==> src/rtl/ppmn_pkg.sv <==
// Shared types, constants and character helpers for the PPM negative stream.
// No dependencies; compile first.
`default_nettype none

package ppmn_pkg;

	// Token length limit: a token closes once it holds TOKEN_CHARS-1 characters.
	localparam int TOKEN_CHARS = 64;
	// Width of the width/height/maxval fields; values saturate at 2^DIM_BITS-1.
	localparam int DIM_BITS = 16;

	localparam int LEN_W = $clog2(TOKEN_CHARS);
	localparam int ACC_W = DIM_BITS + 4;
	localparam int PIX_W = 2 * DIM_BITS;

	localparam logic [LEN_W-1:0] TOKEN_FULL = LEN_W'(TOKEN_CHARS - 1);
	localparam logic [DIM_BITS-1:0] VAL_MAX = '1;

	// Bytes per pixel, counted by a small sub-counter: 0, 1, 2.
	localparam logic [1:0] SUB_LAST = 2'd2;

	localparam logic [7:0] CH_TAB = 8'd9;
	localparam logic [7:0] CH_LF = 8'd10;
	localparam logic [7:0] CH_CR = 8'd13;
	localparam logic [7:0] CH_SPACE = 8'd32;
	localparam logic [7:0] CH_HASH = 8'd35;
	localparam logic [7:0] CH_ZERO = 8'd48;
	localparam logic [7:0] CH_NINE = 8'd57;

	localparam logic [1:0] TOK_MAGIC = 2'd0;
	localparam logic [1:0] TOK_WIDTH = 2'd1;
	localparam logic [1:0] TOK_HEIGHT = 2'd2;
	localparam logic [1:0] TOK_MAXVAL = 2'd3;

	typedef enum logic [2:0] {
		PH_SKIP,
		PH_SKIP_COMMENT,
		PH_TOKEN,
		PH_TAIL_COMMENT,
		PH_RASTER
	} phase_t;

	// Header parser to raster unit.
	typedef struct packed {
		logic                in_raster;
		logic                load;
		logic                hdr_last;
		logic [DIM_BITS-1:0] width;
		logic [DIM_BITS-1:0] height;
		logic [DIM_BITS-1:0] max_value;
	} hdr_ctl_t;

	function automatic logic is_ws(input logic [7:0] c);
		is_ws = (c inside {[CH_TAB:CH_CR], CH_SPACE});
	endfunction

	function automatic logic is_digit(input logic [7:0] c);
		is_digit = (c inside {[CH_ZERO:CH_NINE]});
	endfunction

	function automatic logic is_eol(input logic [7:0] c);
		is_eol = (c inside {CH_LF, CH_CR});
	endfunction

endpackage

`default_nettype wire

==> src/rtl/ppmn_byte_if.sv <==
// Valid/ready channel carrying one stream byte per request.
// No dependencies.
`default_nettype none

interface ppmn_byte_if;
	logic       valid;
	logic       ready;
	logic [7:0] data_byte;

	modport source (output valid, output data_byte, input ready);
	modport sink (input valid, input data_byte, output ready);
endinterface

`default_nettype wire

==> src/rtl/ppmn_res_if.sv <==
// Valid/ready channel carrying one result byte with its header and last flags.
// No dependencies.
`default_nettype none

interface ppmn_res_if;
	logic       valid;
	logic       ready;
	logic [7:0] out_byte;
	logic       in_header;
	logic       image_last;

	modport source (output valid, output out_byte, output in_header, output image_last,
		input ready);
	modport sink (input valid, input out_byte, input in_header, input image_last,
		output ready);
endinterface

`default_nettype wire

==> src/rtl/ppmn_parse.sv <==
// Header parser: phase tracking, token accumulation, width/height/maxval capture.
// Depends on ppmn_pkg.
`default_nettype none

module ppmn_parse (
	input  wire logic               clk,
	input  wire logic               arst_n,
	input  wire logic               accept,
	input  wire logic [7:0]         data_byte,
	input  wire logic               raster_last,
	output ppmn_pkg::hdr_ctl_t      ctl
);
	import ppmn_pkg::*;

	phase_t              phase_q, phase_d;
	logic [1:0]          tok_num_q, tok_num_d;
	logic [LEN_W-1:0]    tok_len_q, tok_len_d;
	logic                stopped_q, stopped_d;
	logic [DIM_BITS-1:0] tok_val_q, tok_val_d;
	logic [DIM_BITS-1:0] width_q, width_d;
	logic [DIM_BITS-1:0] height_q, height_d;
	logic [DIM_BITS-1:0] max_q, max_d;

	// Character intake, starting from a clean token while skipping.
	logic [LEN_W-1:0]    base_len, tk_len;
	logic                base_stop, tk_stop, tk_full;
	logic [DIM_BITS-1:0] base_val, tk_val;
	logic [ACC_W-1:0]    acc;

	always_comb begin
		base_len  = (phase_q == PH_SKIP) ? '0 : tok_len_q;
		base_stop = (phase_q == PH_SKIP) ? 1'b0 : stopped_q;
		base_val  = (phase_q == PH_SKIP) ? '0 : tok_val_q;
		acc = (ACC_W'(base_val) << 3) + (ACC_W'(base_val) << 1)
			+ ACC_W'(data_byte[3:0]);
		if (!base_stop && is_digit(data_byte)) begin
			tk_stop = 1'b0;
			tk_val  = (acc > ACC_W'(VAL_MAX)) ? VAL_MAX : acc[DIM_BITS-1:0];
		end else begin
			tk_stop = 1'b1;
			tk_val  = base_val;
		end
		tk_len  = base_len + LEN_W'(1);
		tk_full = (tk_len == TOKEN_FULL);
	end

	logic                do_end, end_hash, do_finish, restart, load_c, hdr_last_c;
	logic [DIM_BITS-1:0] end_val;

	always_comb begin
		phase_d    = phase_q;
		tok_num_d  = tok_num_q;
		tok_len_d  = tok_len_q;
		stopped_d  = stopped_q;
		tok_val_d  = tok_val_q;
		width_d    = width_q;
		height_d   = height_q;
		max_d      = max_q;
		do_end     = 1'b0;
		end_hash   = 1'b0;
		end_val    = tok_val_q;
		do_finish  = 1'b0;
		restart    = 1'b0;
		load_c     = 1'b0;
		hdr_last_c = 1'b0;

		case (phase_q)
			PH_SKIP: begin
				if (data_byte == CH_HASH) begin
					phase_d = PH_SKIP_COMMENT;
				end else if (!is_ws(data_byte)) begin
					tok_len_d = tk_len;
					stopped_d = tk_stop;
					tok_val_d = tk_val;
					phase_d   = PH_TOKEN;
					if (tk_full) begin
						do_end  = 1'b1;
						end_val = tk_val;
					end
				end
			end
			PH_SKIP_COMMENT: begin
				if (is_eol(data_byte))
					phase_d = PH_SKIP;
			end
			PH_TOKEN: begin
				if (data_byte == CH_HASH) begin
					do_end   = 1'b1;
					end_hash = 1'b1;
				end else if (is_ws(data_byte)) begin
					do_end = 1'b1;
				end else begin
					tok_len_d = tk_len;
					stopped_d = tk_stop;
					tok_val_d = tk_val;
					if (tk_full) begin
						do_end  = 1'b1;
						end_val = tk_val;
					end
				end
			end
			PH_TAIL_COMMENT: begin
				if (is_eol(data_byte))
					do_finish = 1'b1;
			end
			PH_RASTER: begin
				if (raster_last)
					restart = 1'b1;
			end
			default: begin
				restart = 1'b1;
			end
		endcase

		if (do_end) begin
			case (tok_num_q)
				TOK_WIDTH:  width_d  = end_val;
				TOK_HEIGHT: height_d = end_val;
				TOK_MAXVAL: max_d    = end_val;
				default:    ;
			endcase
			tok_len_d = '0;
			stopped_d = 1'b0;
			tok_val_d = '0;
			if (tok_num_q == TOK_MAXVAL) begin
				if (end_hash)
					phase_d = PH_TAIL_COMMENT;
				else
					do_finish = 1'b1;
			end else begin
				tok_num_d = tok_num_q + 2'd1;
				phase_d   = end_hash ? PH_SKIP_COMMENT : PH_SKIP;
			end
		end

		// Width and height are already registered when the header closes.
		if (do_finish) begin
			if (width_q == '0 || height_q == '0) begin
				hdr_last_c = 1'b1;
				restart    = 1'b1;
			end else begin
				phase_d = PH_RASTER;
				load_c  = 1'b1;
			end
		end

		if (restart) begin
			phase_d   = PH_SKIP;
			tok_num_d = TOK_MAGIC;
			tok_len_d = '0;
			stopped_d = 1'b0;
			tok_val_d = '0;
			width_d   = '0;
			height_d  = '0;
			max_d     = '0;
		end
	end

	always_ff @(posedge clk or negedge arst_n) begin
		if (!arst_n) begin
			phase_q   <= PH_SKIP;
			tok_num_q <= TOK_MAGIC;
			tok_len_q <= '0;
			stopped_q <= 1'b0;
			tok_val_q <= '0;
			width_q   <= '0;
			height_q  <= '0;
			max_q     <= '0;
		end else if (accept) begin
			phase_q   <= phase_d;
			tok_num_q <= tok_num_d;
			tok_len_q <= tok_len_d;
			stopped_q <= stopped_d;
			tok_val_q <= tok_val_d;
			width_q   <= width_d;
			height_q  <= height_d;
			max_q     <= max_d;
		end
	end

	always_comb begin
		ctl.in_raster = (phase_q == PH_RASTER);
		ctl.load      = accept && load_c;
		ctl.hdr_last  = hdr_last_c;
		ctl.width     = width_q;
		ctl.height    = height_q;
		ctl.max_value = max_q;
	end

	a_load_needs_dims: assert property (@(posedge clk) disable iff (!arst_n)
		ctl.load |-> (width_q != '0 && height_q != '0))
		else $error("raster load with an empty dimension");
	a_raster_from_load: assert property (@(posedge clk) disable iff (!arst_n)
		ctl.load |=> phase_q == PH_RASTER)
		else $error("raster phase not entered after load");
	a_token_bounded: assert property (@(posedge clk) disable iff (!arst_n)
		phase_q == PH_TOKEN |-> tok_len_q != '0 && tok_len_q < TOKEN_FULL)
		else $error("token length out of range");

endmodule

`default_nettype wire

==> src/rtl/ppmn_raster.sv <==
// Raster unit: pixel/byte countdown and the maxval negation of each byte.
// Depends on ppmn_pkg.
`default_nettype none

module ppmn_raster (
	input  wire logic               clk,
	input  wire logic               arst_n,
	input  wire logic               accept,
	input  wire ppmn_pkg::hdr_ctl_t ctl,
	input  wire logic [7:0]         data_byte,
	output logic [7:0]              neg_byte,
	output logic                    raster_last
);
	import ppmn_pkg::*;

	logic [PIX_W-1:0]    pix_left_q;
	logic [1:0]          sub_q;
	logic [DIM_BITS-1:0] clamped, diff;

	always_ff @(posedge clk or negedge arst_n) begin
		if (!arst_n) begin
			pix_left_q <= '0;
			sub_q      <= '0;
		end else if (ctl.load) begin
			pix_left_q <= PIX_W'(ctl.width) * PIX_W'(ctl.height);
			sub_q      <= '0;
		end else if (accept && ctl.in_raster) begin
			if (sub_q == SUB_LAST) begin
				sub_q      <= '0;
				pix_left_q <= pix_left_q - PIX_W'(1);
			end else begin
				sub_q <= sub_q + 2'd1;
			end
		end
	end

	always_comb begin
		clamped     = (DIM_BITS'(data_byte) > ctl.max_value) ? ctl.max_value
			: DIM_BITS'(data_byte);
		diff        = ctl.max_value - clamped;
		neg_byte    = diff[7:0];
		raster_last = (pix_left_q == PIX_W'(1)) && (sub_q == SUB_LAST);
	end

	a_sub_range: assert property (@(posedge clk) disable iff (!arst_n)
		sub_q != 2'd3)
		else $error("byte-in-pixel counter out of range");
	a_count_live: assert property (@(posedge clk) disable iff (!arst_n)
		ctl.in_raster |-> pix_left_q != '0)
		else $error("raster phase with no pixels left");
	a_last_empties: assert property (@(posedge clk) disable iff (!arst_n)
		accept && ctl.in_raster && raster_last |=> pix_left_q == '0 || ctl.in_raster == 1'b0)
		else $error("counter not drained after last byte");

endmodule

`default_nettype wire

==> src/rtl/ppmn_res_if_unused_guard.sv <==
// Result register stage: holds one finished result while the next request is taken.
// Depends on ppmn_pkg and ppmn_res_if.
`default_nettype none

module ppmn_outreg (
	input  wire logic       clk,
	input  wire logic       arst_n,
	input  wire logic       load,
	input  wire logic [7:0] out_byte_d,
	input  wire logic       in_header_d,
	input  wire logic       image_last_d,
	output logic            room,
	ppmn_res_if.source      result
);
	import ppmn_pkg::*;

	logic       valid_q;
	logic [7:0] out_byte_q;
	logic       in_header_q;
	logic       image_last_q;

	assign room = !valid_q || result.ready;

	always_ff @(posedge clk or negedge arst_n) begin
		if (!arst_n)
			valid_q <= 1'b0;
		else if (load)
			valid_q <= 1'b1;
		else if (result.ready)
			valid_q <= 1'b0;
	end

	always_ff @(posedge clk) begin
		if (load) begin
			out_byte_q   <= out_byte_d;
			in_header_q  <= in_header_d;
			image_last_q <= image_last_d;
		end
	end

	assign result.valid      = valid_q;
	assign result.out_byte   = out_byte_q;
	assign result.in_header  = in_header_q;
	assign result.image_last = image_last_q;

	a_no_overwrite: assert property (@(posedge clk) disable iff (!arst_n)
		load |-> room)
		else $error("result overwritten before it was taken");
	a_room_when_empty: assert property (@(posedge clk) disable iff (!arst_n)
		!valid_q |-> room)
		else $error("empty result stage refuses a request");
	a_raster_byte_flags: assert property (@(posedge clk) disable iff (!arst_n)
		valid_q && image_last_q && !in_header_q |-> $countones({valid_q, image_last_q}) == 2)
		else $error("last flag without a valid result");

endmodule

`default_nettype wire

==> src/rtl/ppm_p6_negative_stream.sv <==
// Top level of the PPM P6 negative stream: header parser, raster unit, result stage.
// Depends on ppmn_pkg, ppmn_byte_if, ppmn_res_if, ppmn_parse, ppmn_raster, ppmn_outreg.
`default_nettype none

// Binary PPM (P6) negative on a byte stream. Each request on stream carries one byte
// and yields exactly one request on result. Header bytes come back unchanged with
// in_header set; while they pass, the magic, width, height and maxval tokens are parsed
// (whitespace is bytes 9..13 and space, '#' opens a comment that runs to CR or LF, a
// token closes at whitespace, at '#', or at TOKEN_CHARS-1 characters, and decimal values
// saturate at 2^DIM_BITS-1; the magic is not checked). The header closes on the byte that
// ends maxval, or on the CR/LF of a comment that directly ended it. Then width*height*3
// raster bytes come back as the low 8 bits of maxval - min(byte, maxval), with in_header
// clear. image_last marks the final byte of the image (the last header byte when width or
// height is zero), after which the block parses the next byte as a new header. Timing: one
// byte per clock unless result stalls; a byte's result is registered and shows in the next
// cycle. The single result register is refilled in the same cycle it is drained, so
// stream.ready only drops while result stalls with a result held. No reset sweep is needed:
// the block takes requests from the first clock after reset.
module ppm_p6_negative_stream (
	input  wire logic  clk,
	input  wire logic  arst_n,
	ppmn_byte_if.sink  stream,
	ppmn_res_if.source result
);
	import ppmn_pkg::*;

	logic     room;
	logic     accept;
	hdr_ctl_t ctl;
	logic     raster_last;
	logic [7:0] neg_byte;
	logic [7:0] out_byte_d;
	logic       image_last_d;

	// Take a request whenever the result stage has room or is being drained.
	assign stream.ready = room;
	assign accept       = stream.valid && room;

	ppmn_parse u_parse (
		.clk         (clk),
		.arst_n      (arst_n),
		.accept      (accept),
		.data_byte   (stream.data_byte),
		.raster_last (raster_last),
		.ctl         (ctl)
	);

	ppmn_raster u_raster (
		.clk         (clk),
		.arst_n      (arst_n),
		.accept      (accept),
		.ctl         (ctl),
		.data_byte   (stream.data_byte),
		.neg_byte    (neg_byte),
		.raster_last (raster_last)
	);

	// Echo header bytes; negate raster bytes. Flag the image end from either side.
	assign out_byte_d   = ctl.in_raster ? neg_byte : stream.data_byte;
	assign image_last_d = ctl.in_raster ? raster_last : ctl.hdr_last;

	ppmn_outreg u_outreg (
		.clk          (clk),
		.arst_n       (arst_n),
		.load         (accept),
		.out_byte_d   (out_byte_d),
		.in_header_d  (!ctl.in_raster),
		.image_last_d (image_last_d),
		.room         (room),
		.result       (result)
	);

	// The last raster byte drops the block back to header parsing.
	a_restart_after_last: assert property (@(posedge clk) disable iff (!arst_n)
		accept && ctl.in_raster && raster_last |=> !ctl.in_raster)
		else $error("raster phase kept after the last byte");
	// A raster byte that is not the last keeps the raster phase.
	a_raster_continues: assert property (@(posedge clk) disable iff (!arst_n)
		accept && ctl.in_raster && !raster_last |=> ctl.in_raster)
		else $error("raster phase left early");
	// A request leaves its flags in the result stage in the next cycle.
	a_result_follows: assert property (@(posedge clk) disable iff (!arst_n)
		accept |=> result.valid && result.in_header == !$past(ctl.in_raster))
		else $error("result does not follow its request");

endmodule

`default_nettype wire

==> src/flat_wrapper.sv <==
// flat-port wrapper written by rule: the top's interface ports become plain ports
module ppm_p6_negative_stream_flat import ppmn_pkg::*;
  (clk, arst_n, stream_valid, stream_data_byte, stream_ready, result_valid, result_out_byte, result_in_header, result_image_last, result_ready);
  ppmn_byte_if stream_i ();
  ppmn_res_if result_i ();
  input  wire logic clk;
  input  wire logic arst_n;
  input wire logic [$bits(stream_i.valid)-1:0] stream_valid;
  input wire logic [$bits(stream_i.data_byte)-1:0] stream_data_byte;
  output wire logic [$bits(stream_i.ready)-1:0] stream_ready;
  output wire logic [$bits(result_i.valid)-1:0] result_valid;
  output wire logic [$bits(result_i.out_byte)-1:0] result_out_byte;
  output wire logic [$bits(result_i.in_header)-1:0] result_in_header;
  output wire logic [$bits(result_i.image_last)-1:0] result_image_last;
  input wire logic [$bits(result_i.ready)-1:0] result_ready;
  assign stream_i.valid = stream_valid;
  assign stream_i.data_byte = stream_data_byte;
  assign stream_ready = stream_i.ready;
  assign result_valid = result_i.valid;
  assign result_out_byte = result_i.out_byte;
  assign result_in_header = result_i.in_header;
  assign result_image_last = result_i.image_last;
  assign result_i.ready = result_ready;
  ppm_p6_negative_stream u_core (.clk(clk), .arst_n(arst_n), .stream(stream_i), .result(result_i));
endmodule
==> config.mk <==
export PLATFORM = sky130hd
export DESIGN_NAME = ppm_p6_negative_stream_flat
export DESIGN_NICKNAME = d
export VERILOG_FILES = /design/src/rtl/ppmn_pkg.sv /design/src/rtl/ppmn_byte_if.sv /design/src/rtl/ppmn_res_if.sv /design/src/rtl/ppmn_parse.sv /design/src/rtl/ppmn_raster.sv /design/src/rtl/ppmn_res_if_unused_guard.sv /design/src/rtl/ppm_p6_negative_stream.sv /design/src/flat_wrapper.sv
export SDC_FILE = /design/constraint.sdc
export NUM_CORES = 1
export LEC_CHECK = 0
export BUFFER_PORTS_ARGS = -buffer_cell sky130_fd_sc_hd__clkbuf_2
export CORE_UTILIZATION = 60
export CTS_BUF_LIST = sky130_fd_sc_hd__clkbuf_4 sky130_fd_sc_hd__clkbuf_8
export DETAILED_ROUTE_END_ITERATION = 6
export PLACE_DENSITY = 0.76
export SYNTH_ARGS = -nofsm -noshare
export SYNTH_HDL_FRONTEND = slang
export SYNTH_SLANG_ARGS = --single-unit
==> constraint.sdc <==
create_clock -name clk -period 8.1 [get_ports clk]
set_clock_uncertainty 0.2 [all_clocks]
set_input_delay 0 -clock clk [delete_from_list [all_inputs] [get_ports clk]]
set_output_delay 0 -clock clk [all_outputs]
set_load 0.05 [all_outputs]
After elaboration in Yosys (flattened, before gate mapping)

Index checks and enable logic that the tools add are counted.

Word-level logic and storage cells: 158
Register bits after elaboration: 121
Bits of input ports: 12
Output and inout bits: 12

$mul: 1
Multiplexer cells: 80
Reduce and logical (&&, ||, !) cells: 33
Equal/unequal tests: 17
Order comparisons: 6
Add/sub/neg operators: 7

Operators with widths:

| operator                | count |
|---|---|
| $mux W16                | 21 |
| $mux W32                | 3 |
| $mux W6                 | 6 |
| $eq A32 B1 Y1 const B   | 1 |
| $logic_not A16 Y1       | 2 |
| $mul A16 B16 Y32        | 1 |
| $sub A32 B1 Y32 const B | 1 |
| $mux W1                 | 30 |
| $mux W3                 | 9 |
| $add A19 B17 Y20        | 1 |
| $add A20 B4 Y20         | 1 |
| $gt A20 B16 Y1 const B  | 1 |
| $reduce_bool A2 Y1      | 9 |
| $eq A8 B4 Y1 const B    | 2 |
| $eq A8 B6 Y1 const B    | 2 |
| $gt A8 B16 Y1           | 1 |
| $mux W8                 | 2 |
| $mux W2                 | 6 |
| $reduce_and A3 Y1       | 4 |
| $ge A8 B4 Y1 const B    | 1 |
| $ge A8 B6 Y1 const B    | 1 |
| $le A8 B4 Y1 const B    | 1 |
| $le A8 B6 Y1 const B    | 1 |
| $sub A8 B8 Y8           | 1 |
| 21 further kinds        | 36 |

Logic depth before layout (Yosys ltp)

Gate-level depths: netlist of the first run.

Depth in word-level cells: 14
Mapped depth: 24
Depth with buffers taken out: 22

By module

Synthesis of the first run repeated with hierarchy kept, for this count alone.

Cell total of the unflattened synthesis: 1819
Area total of the unflattened synthesis: 16350.7 um2

By module, submodules not included:

| module                 | cells each | area an instance (um2) | times used |
|---|---|---|---|
| ppmn_raster            | 1285       | 10990.5                | 1 |
| ppmn_parse             | 509        | 4855.9                 | 1 |
| ppmn_outreg            | 13         | 347.8                  | 1 |
| ppm_p6_negative_stream | 12         | 156.4                  | 1 |

Worst setup path after synthesis of the first run

OpenSTA, ideal clock, no wires.

Path kind: reg2reg
Start: reg u_core.u_parse.height_q[9]
End: reg u_core.u_raster.pix_left_q[31]
Required time: 7.776 ns
Clock period less this slack: 6.443 ns
Library setup time: 0.124 ns
Arrival: 6.119 ns
Path buffers: 3
Path slack: 1.657 ns
Stages on the path, launching flop included: 23
Cell sequence: dfrtp_1 > clkbuf_1 > clkbuf_1 > nand2_1 > fa_1 > inv_1 > fa_1 > fa_1 > fa_1 > fa_1 > inv_1 > fa_1 > inv_1 > ha_1 > clkbuf_1 > and3_1 > and3_1 > a32oi_1 > a21oi_1 > o311ai_0 > a21boi_0 > o21a_1 > o31a_1

Longest elaborated chain between the ends: 7

RTL lines:

| what                                                                     | RTL line          | text |
|---|---|---|
| from (decl)                                                              | ppmn_parse.sv:21  | `logic [DIM_BITS-1:0] height_q, height_d;` |
| from (signal assigned)                                                   | ppmn_parse.sv:176 | `height_q <= height_d;` |
| parallel branches: the longest is 7 deep, another holds $mul A16 B16 Y32 | n/a               |  |
| to (signal assigned)                                                     | ppmn_raster.sv:25 | `pix_left_q <= PIX_W'(ctl.width) * PIX_W'(ctl.height);` |
| to (signal assigned)                                                     | ppmn_raster.sv:30 | `pix_left_q <= pix_left_q - PIX_W'(1);` |
| to (decl)                                                                | ppmn_raster.sv:16 | `logic [PIX_W-1:0] pix_left_q;` |

Parallel ways; which one is timed is not known.
A chain may end at the register's enable or synchronous reset.

Worst setup path after layout of the first run

Start: reg u_core.u_parse.width_q[8]
End: reg u_core.u_raster.pix_left_q[31]

Longest elaborated chain between the ends: 7

RTL lines:

| what                                                                     | RTL line          | text |
|---|---|---|
| from (decl)                                                              | ppmn_parse.sv:20  | `logic [DIM_BITS-1:0] width_q, width_d;` |
| from (signal assigned)                                                   | ppmn_parse.sv:175 | `width_q <= width_d;` |
| parallel branches: the longest is 7 deep, another holds $mul A16 B16 Y32 | n/a               |  |

Parallel ways; which one is timed is not known.

==> impl_metrics.toml, run 1 <==
[yosys]
yosysUniqueCellTypes = 86
synth.avg_cell_area_sq_um = 9.07
synth_most_common_cell = "inv_1"
yosys-top-cells-count = "inv_1 (264), nand2_1 (222), fa_1 (196), ha_1 (157), and2_1 (133)"
syn_nets = 2177
synth_seq_cells = 121
synthTopCellsByArea = "fa_1 (24%), dfrtp_1 (17%), ha_1 (12%), inv_1 (6.0%), nand2_1 (5.1%)"
synth_top_flop_cell = "dfrtp_1"
yosys_warnings = 0
synth_area_leader_cell = "fa_1"
synth_edf_count = 10
synthCells = 1812
yosysTopAreaCellShare_pct = 23.9
netlist_area_sq_um = 16400
async_flop_share_pct = 91.7
ys_seq_area_share_pct = 18.7

[global_route]
grt_pass1_wl_um = 68600
grt_usage_pct = 31.0
grt_start_max_net_pins = 61
overflow = 0
antenna_found_initial = 0
grt_pass1_vias = 13700

[die]
die_h_um = 167
dieWidth_um = 167
top_level_ports = 24
core_sq_um = 26900
rows = 60
die_area_sq_um = 28100
initial_core_util_pct = 61.1

[cells_and_area]
stdcell_count = 2162
fillCellCount = 2225
post-route-util_pct = 64.4
area_delta_synth_final_pct = 5.39
final_nets = 2174
drive_gt1_share_pct = 7.19
diodes = 0

[setup_path]
startpoint_type = "register"
arrival_ns = 7.30
required_ns = 8.24
path_class = "register to register"
path_max_fanout = 18
worst_setup_path_end_kind = "register"

[clock_network]
cts_inserted_buffers = 17
cts_setup_buffers = 0
cts_tree = "yes"
cts-resized-gates = 0
cts_buffer_depth = 2
ctsHoldBuffers = 15
htree_levels = 4
cts_sinks = 121
worstSkewPairLatency_ns = 0.45
clock-root-buffer = "clkbuf_8"
clkSlewWorstSetupHoldPaths_ns = 0.09

[pwr]
worst_ir_drop_vdd_uv = 135
power_density_nw_per_um2 = 78.9
leakagePower_nw = 8.86
comb_power_share_pct = 13.6
clockPowerShare_pct = 39.0
power_frac_seq_pct = 47.4
net-switching-power_mw = 0.419
intPower_mw = 0.947
netSwitchingFraction_pct = 30.7

[timing]
fin_crit_sh_pct = 88.4
fmax_mhz = 140
fin_tns_setup_ns = 0
setup_ws_ns = 0.941
holdWs_ns = 0.293
min_period_ns = 7.16
worst_pin_slew_ns = 0.984
slew_headroom_pct = 34.4
grt_setup_unrepaired = "false"
setup_violations = 0
hold_viol_final = 0
slew_viol_final = 0

[drt]
drtPass1Iterations = 5
vias = 13000
drt-initial-drc-count = 897
drc_errors = 0
wl_um = 41200
drtAntennaViolNets = 0
wire_per_inst_um = 19.1
routed_via_density = 6.02

[place]
place_ws_ns = 0.975
gp_congestion = 0.935
place_hpwl_um = 31700
port_buffers = 23
placed_cells = 2116

[run_status]
status = "finished clean"

[flow_run]
cap_violations = 0

[min_path]
hp-class = "input pin to register"
-- cells by family (layout without fill, tap and decap cells) --
kind of cell,count (synthesis),in the layout,share of synthesized area (%)
xor gates and xnor gates,66,66,3.52
DFF,121,121,18.7
AOI/OAI and AO/OA,312,312,13.6
buffers and inverters,338,347,7.86
and+or+nand+nor,591,591,18.4
adders and majority gates,353,353,35.8
muxes,31,31,2.06
-- worst paths after layout --
check	from	to	slack [ns]	depth (start not counted)
worst max-delay path	u_core.u_parse.width_q[8]$_DFFE_PN0P_	u_core.u_raster.pix_left_q[31]$_DFFE_PN0P_	0.94	19
worst min-delay path	stream_data_byte[4]	u_core.u_outreg.result.out_byte[4]$_DFFE_PP_	0.29	4
worst max register to register	u_core.u_parse.width_q[8]$_DFFE_PN0P_	u_core.u_raster.pix_left_q[31]$_DFFE_PN0P_	0.94	19
worst min register to register	u_core.u_parse.max_q[15]$_DFFE_PN0P_	u_core.u_parse.max_q[15]$_DFFE_PN0P_	0.30	2
max in group asynchronous	arst_n	u_core.u_parse.width_q[4]$_DFFE_PN0P_	6.49	4
min in group asynchronous	arst_n	u_core.u_parse.max_q[2]$_DFFE_PN0P_	0.43	4
-- worst max-delay path, cell delays in order (launching register included) --
cell and delay (ns):
dfrtp_1 0.88, nand2_1 0.19, fa_1 0.53, inv_1 0.05, fa_1 0.46, fa_1 0.55, fa_1 0.54, fa_1 0.55
inv_1 0.06, fa_1 0.61, inv_1 0.06, ha_1 0.39, and3_1 0.23, and3_1 0.25, a32oi_1 0.35, a21oi_1 0.16
o311ai_0 0.35, a21boi_0 0.18, o21a_1 0.20, o31a_1 0.26
-- state kept, by name, summed over array words and instances (netlist names) --
register,cells
u_core.u_raster.pix_left_q,32
u_core.u_parse.height_q,16
u_core.u_parse.max_q,16
u_core.u_parse.tok_val_q,16
u_core.u_parse.width_q,16
u_core.u_outreg.result.out_byte,8
u_core.u_parse.tok_len_q,6
u_core.u_parse.phase_q,3
u_core.u_parse.tok_num_q,2
u_core.u_raster.sub_q,2
u_core.u_outreg.result.image_last,1
u_core.u_outreg.result.in_header,1
u_core.u_outreg.result.valid,1
u_core.u_parse.stopped_q,1
-- metrics by stage --
step / total power, mW / instance area (sq um)
finish: 1.37 / 17300
global placement: 0.828 / 16800
detailed placement: 0.834 / 16800
floorplan: 0.777 / 16400
global route: 1.42 / 17300
CTS: 1.37 / 17300
-- cell type report --
| type | count | area (sq um) | area share, % |
|---|---|---|---|
| Inverter | 264 | 991 | 5.72 |
| Sequential cell | 121 | 3080 | 17.8 |
| Timing Repair Buffer | 52 | 390 | 2.25 |
| Multi-Input combinational cell | 1353 | 12100 | 69.7 |
| Clock buffer | 18 | 248 | 1.43 |
| Clock inverter | 13 | 120 | 0.694 |
| Tap cell | 341 | 427 | 2.46 |
-- cells in the final DEF, fill, tap and decap left out, types with 23 or more instances in the layout --
cell type  synthesis  final
nor2_1            62     62
xnor2_1           38     38
a22o_1            35     35
o21ai_0           61     61
nand2_1          222    222
ha_1             157    157
xor2_1            28     28
and2_1           133    133
dfrtp_1          111    111
nor3_1            37     37
inv_1            264    264
a21oi_1           56     56
mux2_2            23     23
fa_1             196    196
-- routing by layer --
metal / global-route usage [%] / routed length (um) / up-vias
li1: - / - / 6025
met1: 39.1 / 16800 / 6411
met2: 54.1 / 20600 / 482
met3: 3.43 / 2340 / 97
met4: 12.9 / 1540 / 0
met5: 0 / 0 / -
-- power by group through the flow --
| stage | logic, mW | registers [mW] | clock network, mW |
|---|---|---|---|
| 6_report | 0.185 | 0.647 | 0.533 |
| 5_1_grt | 0.205 | 0.649 | 0.563 |
| 4_1_cts | 0.184 | 0.646 | 0.540 |
| 3_5_place_dp | 0.176 | 0.658 | 0 |
| 3_3_place_gp | 0.171 | 0.657 | 0 |
| 2_1_floorplan | 0.115 | 0.662 | 0 |
Note: power is estimated with default switching activity, not from simulation.
==> run 2: changes to the inputs <==
--- a/config.mk
+++ b/config.mk
@@ -6,6 +6,7 @@
 export NUM_CORES = 1
 export LEC_CHECK = 0
 export BUFFER_PORTS_ARGS = -buffer_cell sky130_fd_sc_hd__clkbuf_2
+export CORE_MARGIN = 3
 export CORE_UTILIZATION = 60
 export CTS_BUF_LIST = sky130_fd_sc_hd__clkbuf_4 sky130_fd_sc_hd__clkbuf_8
 export DETAILED_ROUTE_END_ITERATION = 6
==> impl_metrics.toml, run 2 (synthesized netlist as in run 1, its figures left out) <==
[clock_network]
htree_levels = 4
cts_tree = "yes"
cts_setup_buffers = 0
cts_sinks = 121
worstSkewPairLatency_ns = 0.47
cts_buffer_depth = 2
clock-root-buffer = "clkbuf_8"
clkSlewWorstSetupHoldPaths_ns = 0.10
cts_inserted_buffers = 17

[pwr]
worst_ir_drop_vdd_uv = 118
leakagePower_nw = 8.91
power_density_nw_per_um2 = 83.5

[die]
die_area_sq_um = 29400
die_h_um = 171
top_level_ports = 24
initial_core_util_pct = 62.0
core_sq_um = 26500
dieWidth_um = 171
rows = 59

[flow_run]
cap_violations = 0

[setup_path]
startpoint_type = "register"
critPathSlowestCell = "dfrtp_1"
r2r-end = "u_core.u_raster.pix_left_q[31]$_DFFE_PN0P_"
path_max_fanout = 18
critPathMaxStageDelay_ns = 0.84
path_common_cell = "fa_1"
required_ns = 8.23
worst_setup_path_end_kind = "register"
path_class = "register to register"
rr_startpoint = "u_core.u_parse.width_q[7]$_DFFE_PN0P_"
worst_r2r_path_depth = 19
r2r_slack_ns = 0.99
arrival_ns = 7.24
crit_chain = "nand2_1 > fa_1 > inv_1 > fa_1 > fa_1 > fa_1 > fa_1 > inv_1 > fa_1 > inv_1 > ha_1 > and3_1 > and3_1 > a32oi_1 > a21oi_1 > o311ai_0 > a21boi_0 > o21a_1 > o31a_1"

[place]
post_dp_cell_area_sq_um = 16800
gp_congestion = 0.901
port_buffers = 23
placed_cells = 2110
place_hpwl_um = 31300

[drt]
wire_per_inst_um = 18.8
drtPass1Iterations = 7
drtAntennaViolNets = 0
drc_errors = 0
routed_via_density = 6.07
drt-initial-drc-count = 996
wl_um = 40600
vias = 13100

[timing]
slew_headroom_pct = 25.9
fin_crit_sh_pct = 87.8
fmax_mhz = 141
hold_viol_final = 0
fin_tns_setup_ns = 0
slew_viol_final = 0
min_period_ns = 7.11
worst_pin_slew_ns = 1.11
setup_violations = 0
grt_setup_unrepaired = "false"

[cells_and_area]
drive_gt1_share_pct = 7.24
postLayoutCellArea_sq_um = 17400
diodes = 0
final_cell_mix = "inv_1 (264), nand2_1 (222), fa_1 (196), ha_1 (157), and2_1 (133)"
layout_commonest_cell = "inv_1"
area_delta_synth_final_pct = 5.84
fillCellCount = 2156
top_register = "u_core.u_raster.pix_left_q"
stdcell_count = 2158
largest_reg_flops = 32
final_nets = 2175

[min_path]
hp-class = "input pin to register"
hold_path_end = "u_core.u_outreg.result.out_byte[4]$_DFFE_PP_"
hold_start = "stream_data_byte[4]"
holdPathStages = 4

[run_status]
status = "finished clean"

[global_route]
grt_pass1_vias = 13400
grt_pass1_wl_um = 67000
antenna_found_initial = 0
grt_start_max_net_pins = 66
grt_usage_pct = 28.8
overflow = 0
[run 2: changes by cell type in the layout (fill, tap and decap cells not counted), sizes merged]
| cell | previous run | this run |
|---|---|---|
| inv | 268 | 272 |
| dlygate4sd3 | 14 | 15 |
| clkinvlp | 3 | 0 |
| clkbuf | 40 | 41 |
| clkinv | 5 | 2 |
| bufinv | 1 | 3 |
[run 2: final cells by class]
| cell class | instances | area, sq um | area share (%) |
|---|---|---|---|
| Multi-Input combinational cell | 1353 | 12100 | 69.4 |
| Timing Repair Buffer | 53 | 400 | 2.30 |
| Inverter | 264 | 991 | 5.70 |
| Sequential cell | 121 | 3080 | 17.7 |
| Clock buffer | 19 | 262 | 1.50 |
| Tap cell | 335 | 419 | 2.41 |
| Clock inverter | 13 | 178 | 1.02 |
[run 2: repair_timing]
action / 4_1_cts / 5_1_grt
hold buffers: 16 / 0
endpoints found under the hold margin: 64 / 0
gates resized for setup: 0 / 0
[run 2: worst max-delay path, delay by kind of cell (launching register included)]
kind | cells | cell delay, ns
flip-flops | 1 | 0.84
AO/OA/AOI/OAI | 6 | 1.49
AND/OR/NAND/NOR | 3 | 0.65
adder cells (fa/ha/maj) | 7 | 3.62
buffers and inverters | 3 | 0.17
[run 2: metal layers]
layer | GRT usage, % | up-vias | share of wire [%] | routed length [um]
li1 | - | 6040 | - | -
met1 | 37.4 | 6443 | 41 | 16500
met2 | 48.3 | 496 | 49 | 19900
met3 | 3.63 | 122 | 5.7 | 2310
met4 | 13.2 | 0 | 4.8 | 1960
met5 | 0 | - | 0 | 0
[run 2: per-stage QoR]
step / hold WS [ns] / util (%) / power [mW] / setup slack (ns)
4_1_cts: 0.241 / 65.6 / 1.46 / 1.06
2_1_floorplan: -0.496 / - / 0.777 / 1.66
3_3_place_gp: -0.139 / 63.3 / 0.828 / 1.19
6_report: 0.268 / 65.6 / 1.45 / 0.988
3_5_place_dp: -0.138 / 63.3 / 0.833 / 1.08
5_1_grt: 0.311 / 65.6 / 1.51 / 0.410
[run 2: report_power, final]
group	total, mW	internal [mW]	switching, mW	leakage, nW
clock	0.620	0.330	0.289	0.225
sequential	0.647	0.627	0.0203	1.62
combinational	0.186	0.0684	0.117	7.06
total	1.45	1.03	0.427	8.91
[run 2: how the worst max path moves through the flow]
stage / slack [ns] / cells past startpoint / endpoint / start
after floorplan: 1.66 / 22 / u_core.u_raster.pix_left_q[31]$_DFFE_PN0P_ / u_core.u_parse.height_q[9]$_DFFE_PN0P_
after CTS: 1.06 / 18 / u_core.u_raster.pix_left_q[31]$_DFFE_PN0P_ / u_core.u_parse.height_q[14]$_DFFE_PN0P_
after detailed placement: 1.08 / 19 / u_core.u_raster.pix_left_q[31]$_DFFE_PN0P_ / u_core.u_parse.width_q[9]$_DFFE_PN0P_
after global routing: 0.41 / 19 / u_core.u_raster.pix_left_q[31]$_DFFE_PN0P_ / u_core.u_parse.width_q[9]$_DFFE_PN0P_
final: 0.99 / 19 / u_core.u_raster.pix_left_q[31]$_DFFE_PN0P_ / u_core.u_parse.width_q[7]$_DFFE_PN0P_
after global placement: 1.19 / 19 / u_core.u_raster.pix_left_q[31]$_DFFE_PN0P_ / u_core.u_parse.width_q[7]$_DFFE_PN0P_
